$ cat config.mk
export PLATFORM = sky130hd
export DESIGN_NAME = sha1_byte_stream_hasher
export DESIGN_NICKNAME = d
export VERILOG_FILES = /design/src/rtl/core/sha1bs_pkg.sv /design/src/rtl/core/sha1bs_front.sv /design/src/rtl/core/sha1bs_core.sv /design/src/rtl/core/sha1_byte_stream_hasher.sv
export SDC_FILE = /design/constraint.sdc
export NUM_CORES = 2
export LEC_CHECK = 0
export BUFFER_PORTS_ARGS = -buffer_cell sky130_fd_sc_hd__buf_4
export CAP_MARGIN = 20
export CORE_ASPECT_RATIO = 1.2
export CORE_UTILIZATION = 55
export DETAILED_ROUTE_END_ITERATION = 12
export PLACE_DENSITY = 0.74
export SLEW_MARGIN = 20
export SYNTH_ARGS = -nofsm -noshare
export SYNTH_HDL_FRONTEND = slang
export SYNTH_SLANG_ARGS = --single-unit
$ cat constraint.sdc
create_clock -name clk_i -period 15.9 [get_ports clk_i]
set_input_delay 3.18 -clock clk_i [delete_from_list [all_inputs] [get_ports clk_i]]
set_output_delay 3.18 -clock clk_i [all_outputs]
set_load 0.05 [all_outputs]
$ cat src/rtl/core/sha1bs_pkg.sv
// Package for the SHA-1 byte stream hasher: request and status codes,
// sequencer states, queue item type and SHA-1 constants.
// No dependencies.
package sha1bs_pkg;

  typedef enum logic [1:0] {
    REQ_APPEND  = 2'd0,
    REQ_FINISH  = 2'd1,
    REQ_RESTART = 2'd2,
    REQ_NONE    = 2'd3
  } req_e;

  typedef enum logic [1:0] {
    STAT_OK       = 2'd0,
    STAT_AFTER_FIN = 2'd1,
    STAT_CORRUPT  = 2'd2,
    STAT_RSVD     = 2'd3
  } status_e;

  typedef enum logic [2:0] {
    ST_IDLE,
    ST_PAD,
    ST_COMP,
    ST_FOLD,
    ST_FINAL,
    ST_EMIT
  } state_e;

  typedef struct packed {
    logic [1:0] req_type;
    logic [7:0] data_byte;
  } item_t;

  localparam int unsigned QueueDepth = 2;

  localparam logic [31:0] K0 = 32'h5a827999;
  localparam logic [31:0] K1 = 32'h6ed9eba1;
  localparam logic [31:0] K2 = 32'h8f1bbcdc;
  localparam logic [31:0] K3 = 32'hca62c1d6;

  localparam logic [31:0] H0 = 32'h67452301;
  localparam logic [31:0] H1 = 32'hefcdab89;
  localparam logic [31:0] H2 = 32'h98badcfe;
  localparam logic [31:0] H3 = 32'h10325476;
  localparam logic [31:0] H4 = 32'hc3d2e1f0;

endpackage

$ cat src/rtl/core/sha1bs_front.sv
// Front end of the SHA-1 byte stream hasher: accepts request transactions
// into a two-entry queue that the back end drains. Uses sha1bs_pkg.
module sha1bs_front import sha1bs_pkg::*; (
  input  logic       clk_i,
  input  logic       rst_ni,
  input  logic       in_valid_i,
  output logic       in_stall_o,
  input  logic [1:0] req_type_i,
  input  logic [7:0] data_byte_i,
  output logic       q_valid_o,
  output item_t      q_item_o,
  input  logic       q_pop_i
);

  item_t      mem_q [QueueDepth];
  logic       wr_ptr_q, rd_ptr_q;
  logic [1:0] cnt_q;
  logic       push;

  assign in_stall_o = (cnt_q == 2'(QueueDepth));
  assign push       = in_valid_i && !in_stall_o;
  assign q_valid_o  = (cnt_q != 2'd0);
  assign q_item_o   = mem_q[rd_ptr_q];

  // Store accepted transactions
  always_ff @(posedge clk_i) begin
    if (push) begin
      mem_q[wr_ptr_q] <= '{req_type: req_type_i, data_byte: data_byte_i};
    end
  end

  // Advance pointers and count
  always_ff @(posedge clk_i or negedge rst_ni) begin
    if (!rst_ni) begin
      wr_ptr_q <= 1'b0;
      rd_ptr_q <= 1'b0;
      cnt_q    <= 2'd0;
    end else begin
      if (push) wr_ptr_q <= ~wr_ptr_q;
      if (q_pop_i) rd_ptr_q <= ~rd_ptr_q;
      case ({push, q_pop_i})
        2'b10:   cnt_q <= cnt_q + 2'd1;
        2'b01:   cnt_q <= cnt_q - 2'd1;
        default: cnt_q <= cnt_q;
      endcase
    end
  end

endmodule

$ cat src/rtl/core/sha1bs_core.sv
// Back end of the SHA-1 byte stream hasher: block buffer, padding sequencer,
// one-round-per-cycle compression and digest output register. Uses sha1bs_pkg.
module sha1bs_core import sha1bs_pkg::*; (
  input  logic        clk_i,
  input  logic        rst_ni,
  input  logic        q_valid_i,
  input  item_t       q_item_i,
  output logic        q_pop_o,
  output logic        out_valid_o,
  input  logic        out_stall_i,
  output logic [31:0] digest_word_o,
  output logic [2:0]  word_index_o,
  output logic [1:0]  status_o,
  output logic        last_result_o
);

  state_e        state_q, state_d, after_q, after_d;
  logic [511:0]  buf_q;
  logic [6:0]    fill_q, fill_d;
  logic [63:0]   bit_q, bit_d, bit_inc;
  logic          fin_q, fin_d, cor_q, cor_d;
  logic          pad_first_q, pad_first_d, len_ok_q, len_ok_d, len_ok_eff;
  logic [6:0]    rnd_q;
  logic [31:0]   a_q, b_q, c_q, d_q, e_q;
  logic [31:0]   h_q [5];
  logic [2:0]    emit_idx_q, emit_idx_d;
  status_e       emit_st_q, emit_st_d;
  logic          out_valid_q, out_valid_d, out_load;
  logic          shift_en, restart, start_comp;
  logic [7:0]    shift_byte, len_byte;
  logic [31:0]   w_sel, w_new, f_val, k_val, t_val;
  logic [31:0]   dw_q;
  logic [2:0]    wi_q;
  status_e       st_q;
  logic          last_q;

  assign bit_inc  = bit_q + 64'd8;
  assign out_load = !out_valid_q || !out_stall_i;
  assign len_ok_eff = pad_first_q ? (fill_q <= 7'd55) : len_ok_q;
  assign len_byte = 8'(bit_q >> {3'd7 - fill_q[2:0], 3'b000});

  // Next state and control
  always_comb begin
    state_d     = state_q;
    after_d     = after_q;
    fill_d      = fill_q;
    bit_d       = bit_q;
    fin_d       = fin_q;
    cor_d       = cor_q;
    pad_first_d = pad_first_q;
    len_ok_d    = len_ok_q;
    emit_idx_d  = emit_idx_q;
    emit_st_d   = emit_st_q;
    shift_en    = 1'b0;
    shift_byte  = 8'h00;
    restart     = 1'b0;
    start_comp  = 1'b0;
    q_pop_o     = 1'b0;
    out_valid_d = out_valid_q && out_stall_i;
    case (state_q)
      ST_IDLE: begin
        if (q_valid_i) begin
          q_pop_o = 1'b1;
          case (q_item_i.req_type)
            REQ_APPEND: begin
              if (fin_q) begin
                cor_d      = 1'b1;
                emit_st_d  = STAT_AFTER_FIN;
                emit_idx_d = 3'd0;
                state_d    = ST_EMIT;
              end else if (cor_q) begin
                emit_st_d  = STAT_CORRUPT;
                emit_idx_d = 3'd0;
                state_d    = ST_EMIT;
              end else begin
                shift_en   = 1'b1;
                shift_byte = q_item_i.data_byte;
                fill_d     = fill_q + 7'd1;
                bit_d      = bit_inc;
                if (bit_inc == 64'd0) cor_d = 1'b1;
                if (fill_q == 7'd63) begin
                  start_comp = 1'b1;
                  after_d    = ST_IDLE;
                  state_d    = ST_COMP;
                end
              end
            end
            REQ_FINISH: begin
              emit_idx_d = 3'd0;
              if (cor_q) begin
                emit_st_d = STAT_CORRUPT;
                state_d   = ST_EMIT;
              end else if (!fin_q) begin
                pad_first_d = 1'b1;
                state_d     = ST_PAD;
              end else begin
                emit_st_d = STAT_OK;
                state_d   = ST_EMIT;
              end
            end
            REQ_RESTART: begin
              restart = 1'b1;
              fill_d  = 7'd0;
              bit_d   = 64'd0;
              fin_d   = 1'b0;
              cor_d   = 1'b0;
            end
            default: ;
          endcase
        end
      end
      ST_PAD: begin
        shift_en    = 1'b1;
        shift_byte  = pad_first_q ? 8'h80 :
                      ((len_ok_q && fill_q >= 7'd56) ? len_byte : 8'h00);
        fill_d      = fill_q + 7'd1;
        pad_first_d = 1'b0;
        len_ok_d    = len_ok_eff;
        if (fill_q == 7'd63) begin
          start_comp = 1'b1;
          state_d    = ST_COMP;
          after_d    = len_ok_eff ? ST_FINAL : ST_PAD;
          len_ok_d   = 1'b1;
        end
      end
      ST_COMP: begin
        if (rnd_q == 7'd79) state_d = ST_FOLD;
      end
      ST_FOLD: begin
        fill_d  = 7'd0;
        state_d = after_q;
      end
      ST_FINAL: begin
        fin_d      = 1'b1;
        bit_d      = 64'd0;
        fill_d     = 7'd0;
        emit_st_d  = STAT_OK;
        emit_idx_d = 3'd0;
        state_d    = ST_EMIT;
      end
      ST_EMIT: begin
        if (out_load) begin
          out_valid_d = 1'b1;
          if (emit_st_q != STAT_OK || emit_idx_q == 3'd4) begin
            state_d = ST_IDLE;
          end else begin
            emit_idx_d = emit_idx_q + 3'd1;
          end
        end
      end
      default: state_d = ST_IDLE;
    endcase
  end

  // Hold state and control registers
  always_ff @(posedge clk_i or negedge rst_ni) begin
    if (!rst_ni) begin
      state_q     <= ST_IDLE;
      after_q     <= ST_IDLE;
      fill_q      <= 7'd0;
      bit_q       <= 64'd0;
      fin_q       <= 1'b0;
      cor_q       <= 1'b0;
      pad_first_q <= 1'b0;
      len_ok_q    <= 1'b0;
      emit_idx_q  <= 3'd0;
      emit_st_q   <= STAT_OK;
      out_valid_q <= 1'b0;
    end else begin
      state_q     <= state_d;
      after_q     <= after_d;
      fill_q      <= fill_d;
      bit_q       <= bit_d;
      fin_q       <= fin_d;
      cor_q       <= cor_d;
      pad_first_q <= pad_first_d;
      len_ok_q    <= len_ok_d;
      emit_idx_q  <= emit_idx_d;
      emit_st_q   <= emit_st_d;
      out_valid_q <= out_valid_d;
    end
  end

  // Round function: oldest schedule word sits in the top 32 bits
  assign w_sel = (rnd_q < 7'd16) ? buf_q[511:480] : w_new;
  assign w_new = {buf_q[511-32*13 -: 32] ^ buf_q[511-32*8 -: 32] ^
                  buf_q[511-32*2 -: 32] ^ buf_q[511:480]} << 1 |
                 {31'd0, buf_q[511-32*13] ^ buf_q[511-32*8] ^
                  buf_q[511-32*2] ^ buf_q[511]};

  always_comb begin
    if (rnd_q < 7'd20) begin
      f_val = (b_q & c_q) | (~b_q & d_q);
      k_val = K0;
    end else if (rnd_q < 7'd40) begin
      f_val = b_q ^ c_q ^ d_q;
      k_val = K1;
    end else if (rnd_q < 7'd60) begin
      f_val = (b_q & c_q) | (b_q & d_q) | (c_q & d_q);
      k_val = K2;
    end else begin
      f_val = b_q ^ c_q ^ d_q;
      k_val = K3;
    end
  end

  assign t_val = {a_q[26:0], a_q[31:27]} + f_val + e_q + w_sel + k_val;

  // Shift buffer, run rounds
  always_ff @(posedge clk_i) begin
    if (shift_en) begin
      buf_q <= {buf_q[503:0], shift_byte};
    end else if (state_q == ST_COMP) begin
      buf_q <= {buf_q[479:0], w_sel};
    end
    if (start_comp) begin
      rnd_q <= 7'd0;
      a_q   <= h_q[0];
      b_q   <= h_q[1];
      c_q   <= h_q[2];
      d_q   <= h_q[3];
      e_q   <= h_q[4];
    end else if (state_q == ST_COMP) begin
      rnd_q <= rnd_q + 7'd1;
      a_q   <= t_val;
      b_q   <= a_q;
      c_q   <= {b_q[1:0], b_q[31:2]};
      d_q   <= c_q;
      e_q   <= d_q;
    end
  end

  // Chain value: reload on restart, fold after the last round
  always_ff @(posedge clk_i or negedge rst_ni) begin
    if (!rst_ni) begin
      h_q[0] <= H0;
      h_q[1] <= H1;
      h_q[2] <= H2;
      h_q[3] <= H3;
      h_q[4] <= H4;
    end else if (restart) begin
      h_q[0] <= H0;
      h_q[1] <= H1;
      h_q[2] <= H2;
      h_q[3] <= H3;
      h_q[4] <= H4;
    end else if (state_q == ST_FOLD) begin
      h_q[0] <= h_q[0] + a_q;
      h_q[1] <= h_q[1] + b_q;
      h_q[2] <= h_q[2] + c_q;
      h_q[3] <= h_q[3] + d_q;
      h_q[4] <= h_q[4] + e_q;
    end
  end

  // Load output register
  always_ff @(posedge clk_i) begin
    if (state_q == ST_EMIT && out_load) begin
      dw_q   <= (emit_st_q == STAT_OK) ? h_q[emit_idx_q] : 32'd0;
      wi_q   <= (emit_st_q == STAT_OK) ? emit_idx_q : 3'd0;
      st_q   <= emit_st_q;
      last_q <= (emit_st_q != STAT_OK) || (emit_idx_q == 3'd4);
    end
  end

  assign out_valid_o   = out_valid_q;
  assign digest_word_o = dw_q;
  assign word_index_o  = wi_q;
  assign status_o      = st_q;
  assign last_result_o = last_q;

endmodule

$ cat src/rtl/core/sha1_byte_stream_hasher.sv
// SHA-1 byte stream hasher, top level.
// Request channel: in_valid_i/in_stall_o with req_type_i (0 append byte,
//   1 finish and read digest, 2 restart) and data_byte_i.
// Result channel: out_valid_o/out_stall_i with digest_word_o, word_index_o,
//   status_o and last_result_o; a transaction moves when valid is high and
//   stall is low.
// A two-entry queue takes requests while the back end works.
// An append shifts its byte into the block buffer; every 64th byte also runs
//   the compression, 80 rounds at one round per cycle followed by a fold
//   of the round results into the chain value.
// A first finish feeds the padding bytes one per cycle through the block
//   buffer and runs one or two compressions, then emits five digest words,
//   one per cycle unless the receiver stalls; later finishes emit them again.
// Error results (byte after finish, corrupted context) are single words
//   with status set and last_result high.
// Reset loads the SHA-1 initial hash and clears counts and flags; the block
//   takes requests from the first cycle after reset.
// While the receiver stalls, the current result holds and the back end
//   waits before its next result; the queue keeps taking requests until full.
// Uses sha1bs_pkg, sha1bs_front and sha1bs_core.
module sha1_byte_stream_hasher import sha1bs_pkg::*; (
  input  logic        clk_i,
  input  logic        rst_ni,
  input  logic        in_valid_i,
  output logic        in_stall_o,
  input  logic [1:0]  req_type_i,
  input  logic [7:0]  data_byte_i,
  output logic        out_valid_o,
  input  logic        out_stall_i,
  output logic [31:0] digest_word_o,
  output logic [2:0]  word_index_o,
  output logic [1:0]  status_o,
  output logic        last_result_o
);

  logic  q_valid, q_pop;
  item_t q_item;

  sha1bs_front u_front (
    .clk_i       (clk_i),
    .rst_ni      (rst_ni),
    .in_valid_i  (in_valid_i),
    .in_stall_o  (in_stall_o),
    .req_type_i  (req_type_i),
    .data_byte_i (data_byte_i),
    .q_valid_o   (q_valid),
    .q_item_o    (q_item),
    .q_pop_i     (q_pop)
  );

  sha1bs_core u_core (
    .clk_i         (clk_i),
    .rst_ni        (rst_ni),
    .q_valid_i     (q_valid),
    .q_item_i      (q_item),
    .q_pop_o       (q_pop),
    .out_valid_o   (out_valid_o),
    .out_stall_i   (out_stall_i),
    .digest_word_o (digest_word_o),
    .word_index_o  (word_index_o),
    .status_o      (status_o),
    .last_result_o (last_result_o)
  );

endmodule

==> metrics <==
Yosys reg bits 984; initial core utilization 55.7%; maximum clock path buffer count 3; clock skew 0.0335 ns; vias after detailed routing 44200; Vert. Die Dim 356 um; Core Box Area 103000 um2; post-route minimum period 6.89 ns; DRT antenna net count 0; Final HPWL DP 107 mm; Top Family by Delay on Critical Path compound AO/OA/AOI/OAI gates; worst-path fanout max 32; Cell variety after synth 93; status complete, no violations; synthesized area 57600 um2; Final Setup Violations 0; CP required 16.33 ns; register area share after synthesis 49.2%; routed vias/inst 5.95; number of synthesized flops with an enable pin 730; commonest cells after routing, fill and taps aside 2060 x nand2_1, 730 x edfxtp_1, 377 x o21ai_0; Synthesis Warnings 0; max_slew headroom 20.2%; # diodes 0; Worst setup EP type flip-flop; Max stage delay cell, worst path fa_1; Pins Over Slew Limit 0; setup tns final 0 ns; vias in the first global route 42300; Inserted Clock Buffers 103; clock-pin slew on the worst setup and hold paths 0.07 ns; Placer Congestion 0.943; Fin. Hold Viols 0; layout cells sized above 1 7.97%; Slew @ Worst Pin 1.20 ns; worst hold-check path type flip-flop to flip-flop; Rows 129; final setup margin 9.01 ns; residual overflow from global routing 0; delay of the slowest critical-path stage 0.57 ns; Chip Width 297 um; Post-synth top flop edfxtp_1; Power Density 211 nW/um2; first-pass GRT wire length 241 mm; max_cap viols 0; clock sink count 984; pin count of the biggest net entering global routing 261; Initial DRC Count 4252; Nets 6333; DRC Markers 0; CP bufs+invs 5; die area 106000 um2; # H-tree levels 3; Post-Route WL 156 mm; clock latency on the worst-skew pair 0.73 ns; CTS tree yes; Mapped Cells 6054; total power 13.2 mW; dpl ws 9.12 ns; Ports 54; FMAX 145 MHz; crit start category flip-flop; post-CTS sizing 0; critical path class flip-flop to flip-flop; commonest non-fill, non-tap cell in the layout nand2_1; syn_area_per_cell 9.51 um2; Final Cycle Share 43.3%; RSZ-0062 raised after global routing false; I/O Buffers 53; DR WL/cell 21.0 um; Lkg Pwr 26.9 nW; initial antenna violation count 2; Setup Fix Bufs, Post-CTS 0; syn nets 6418; async set-reset flop share out of synthesis 25.1%; most used cell, CP fa_1; Pre-antenna DRT Iters 5; GRT Resource Usage Total 29.2%; hold buffers post-CTS 0; worst path arrival time 7.32 ns; CTS root buffer clkbuf_16; maximum vdd drop 0.000173 V; Area growth syn-to-layout 9.06%
## cell type report
cell class	count	area, um2
fill	8544	40700
sequential	984	28300
multi-input combinational	4572	27400
clock buffer	129	2810
tap	1375	1720
clock inverter	67	900
timing repair buffer	102	831
inverter	206	773
## synth_stat cells (96+ instances only)
| cell | n | area, um2 |
|---|---|---|
| nand2_1 | 2067 | 7760 |
| nand3_1 | 101 | 505 |
| nor2_1 | 302 | 1130 |
| ha_1 | 226 | 2830 |
| o21ai_0 | 379 | 1900 |
| edfxtp_1 | 730 | 21900 |
| xor2_1 | 96 | 841 |
| xnor2_1 | 197 | 1730 |
| fa_1 | 124 | 2480 |
| inv_1 | 205 | 769 |
| dfrtp_1 | 167 | 4180 |
| clkbuf_1 | 242 | 908 |
| a21oi_1 | 246 | 1230 |
## layer usage
layer,vias to the layer above,track usage [%],wire (um)
met5,-,0,8
li1,20700,-,-
met4,2,18.2,10700
met2,1549,48.4,74400
met1,21600,36.0,61300
met3,431,4.48,9720
## flip-flops by register name, summed over array words and instances, names as in the netlist, 2 cells and up
| signal | cells |
|---|---|
| u_core.d_q | 32 |
| u_core.h_q | 160 |
| u_core.bit_q | 61 |
| u_core.emit_st_q | 2 |
| u_core.b_q | 32 |
| u_front.cnt_q | 2 |
| u_front.mem_q | 20 |
| u_core.state_q | 3 |
| u_core.status_o | 2 |
| u_core.digest_word_o | 32 |
| u_core.after_q | 2 |
| u_core.e_q | 32 |
| u_core.fill_q | 7 |
| u_core.buf_q | 512 |
| u_core.rnd_q | 7 |
| u_core.c_q | 32 |
| u_core.a_q | 32 |
| u_core.emit_idx_q | 3 |
| u_core.word_index_o | 3 |
## report_power, final
group,leakage [nW],switching (mW),internal [mW]
Sequential,10.2,0.678,4.41
Clock,1.81,1.09,1.55
Combinational,14.9,3.55,1.97
Total,26.9,5.31,7.93
## final timing paths
kind	startpoint	end	slack, ns	cells past startpoint
setup / recovery	u_core.rnd_q[4]$_SDFFE_PP0P_	u_core.a_q[29]$_DFFE_PP_	9.01	25
hold / removal	u_core.emit_st_q[0]$_DFFE_PN0P_	u_core.status_o[0]$_DFFE_PP_	0.46	0
setup reg to reg	u_core.rnd_q[4]$_SDFFE_PP0P_	u_core.a_q[29]$_DFFE_PP_	9.01	25
hold reg to reg	u_core.emit_st_q[0]$_DFFE_PN0P_	u_core.status_o[0]$_DFFE_PP_	0.46	0
max in group asynchronous	rst_ni	u_core.fill_q[0]$_DFFE_PN0P_	11.17	3
min in group asynchronous	rst_ni	u_core.h_q[16]$_DFFE_PN0P_	2.44	1
## metrics by stage
step | area (um2) | util, % | std cells | hold slack, ns
global placement | 59100 | 57.1 | 7238 | 0.430
CTS | 62800 | 60.7 | 7434 | 0.460
finish | 62800 | 60.7 | 7435 | 0.456
floorplan | 57600 | - | 6054 | 0.425
global route | 62800 | 60.7 | 7435 | 0.474
detailed placement | 59100 | 57.1 | 7238 | 0.439
## kinds of logic (layout without fill, tap and decap cells)
group                    after synthesis  after routing  synth area share [%]
flip-flops                           984            984                  49.2
adder cells (fa/ha/maj)              350            350                  9.22
buffers and inverters                498            504                  3.33
XOR/XNOR                             293            293                  4.46
AND/OR/NAND/NOR                     2793           2793                  20.0
AO/OA/AOI/OAI                       1045           1045                  11.2
multiplexers                          91             91                  2.59
(Power assumes the default switching activity.)
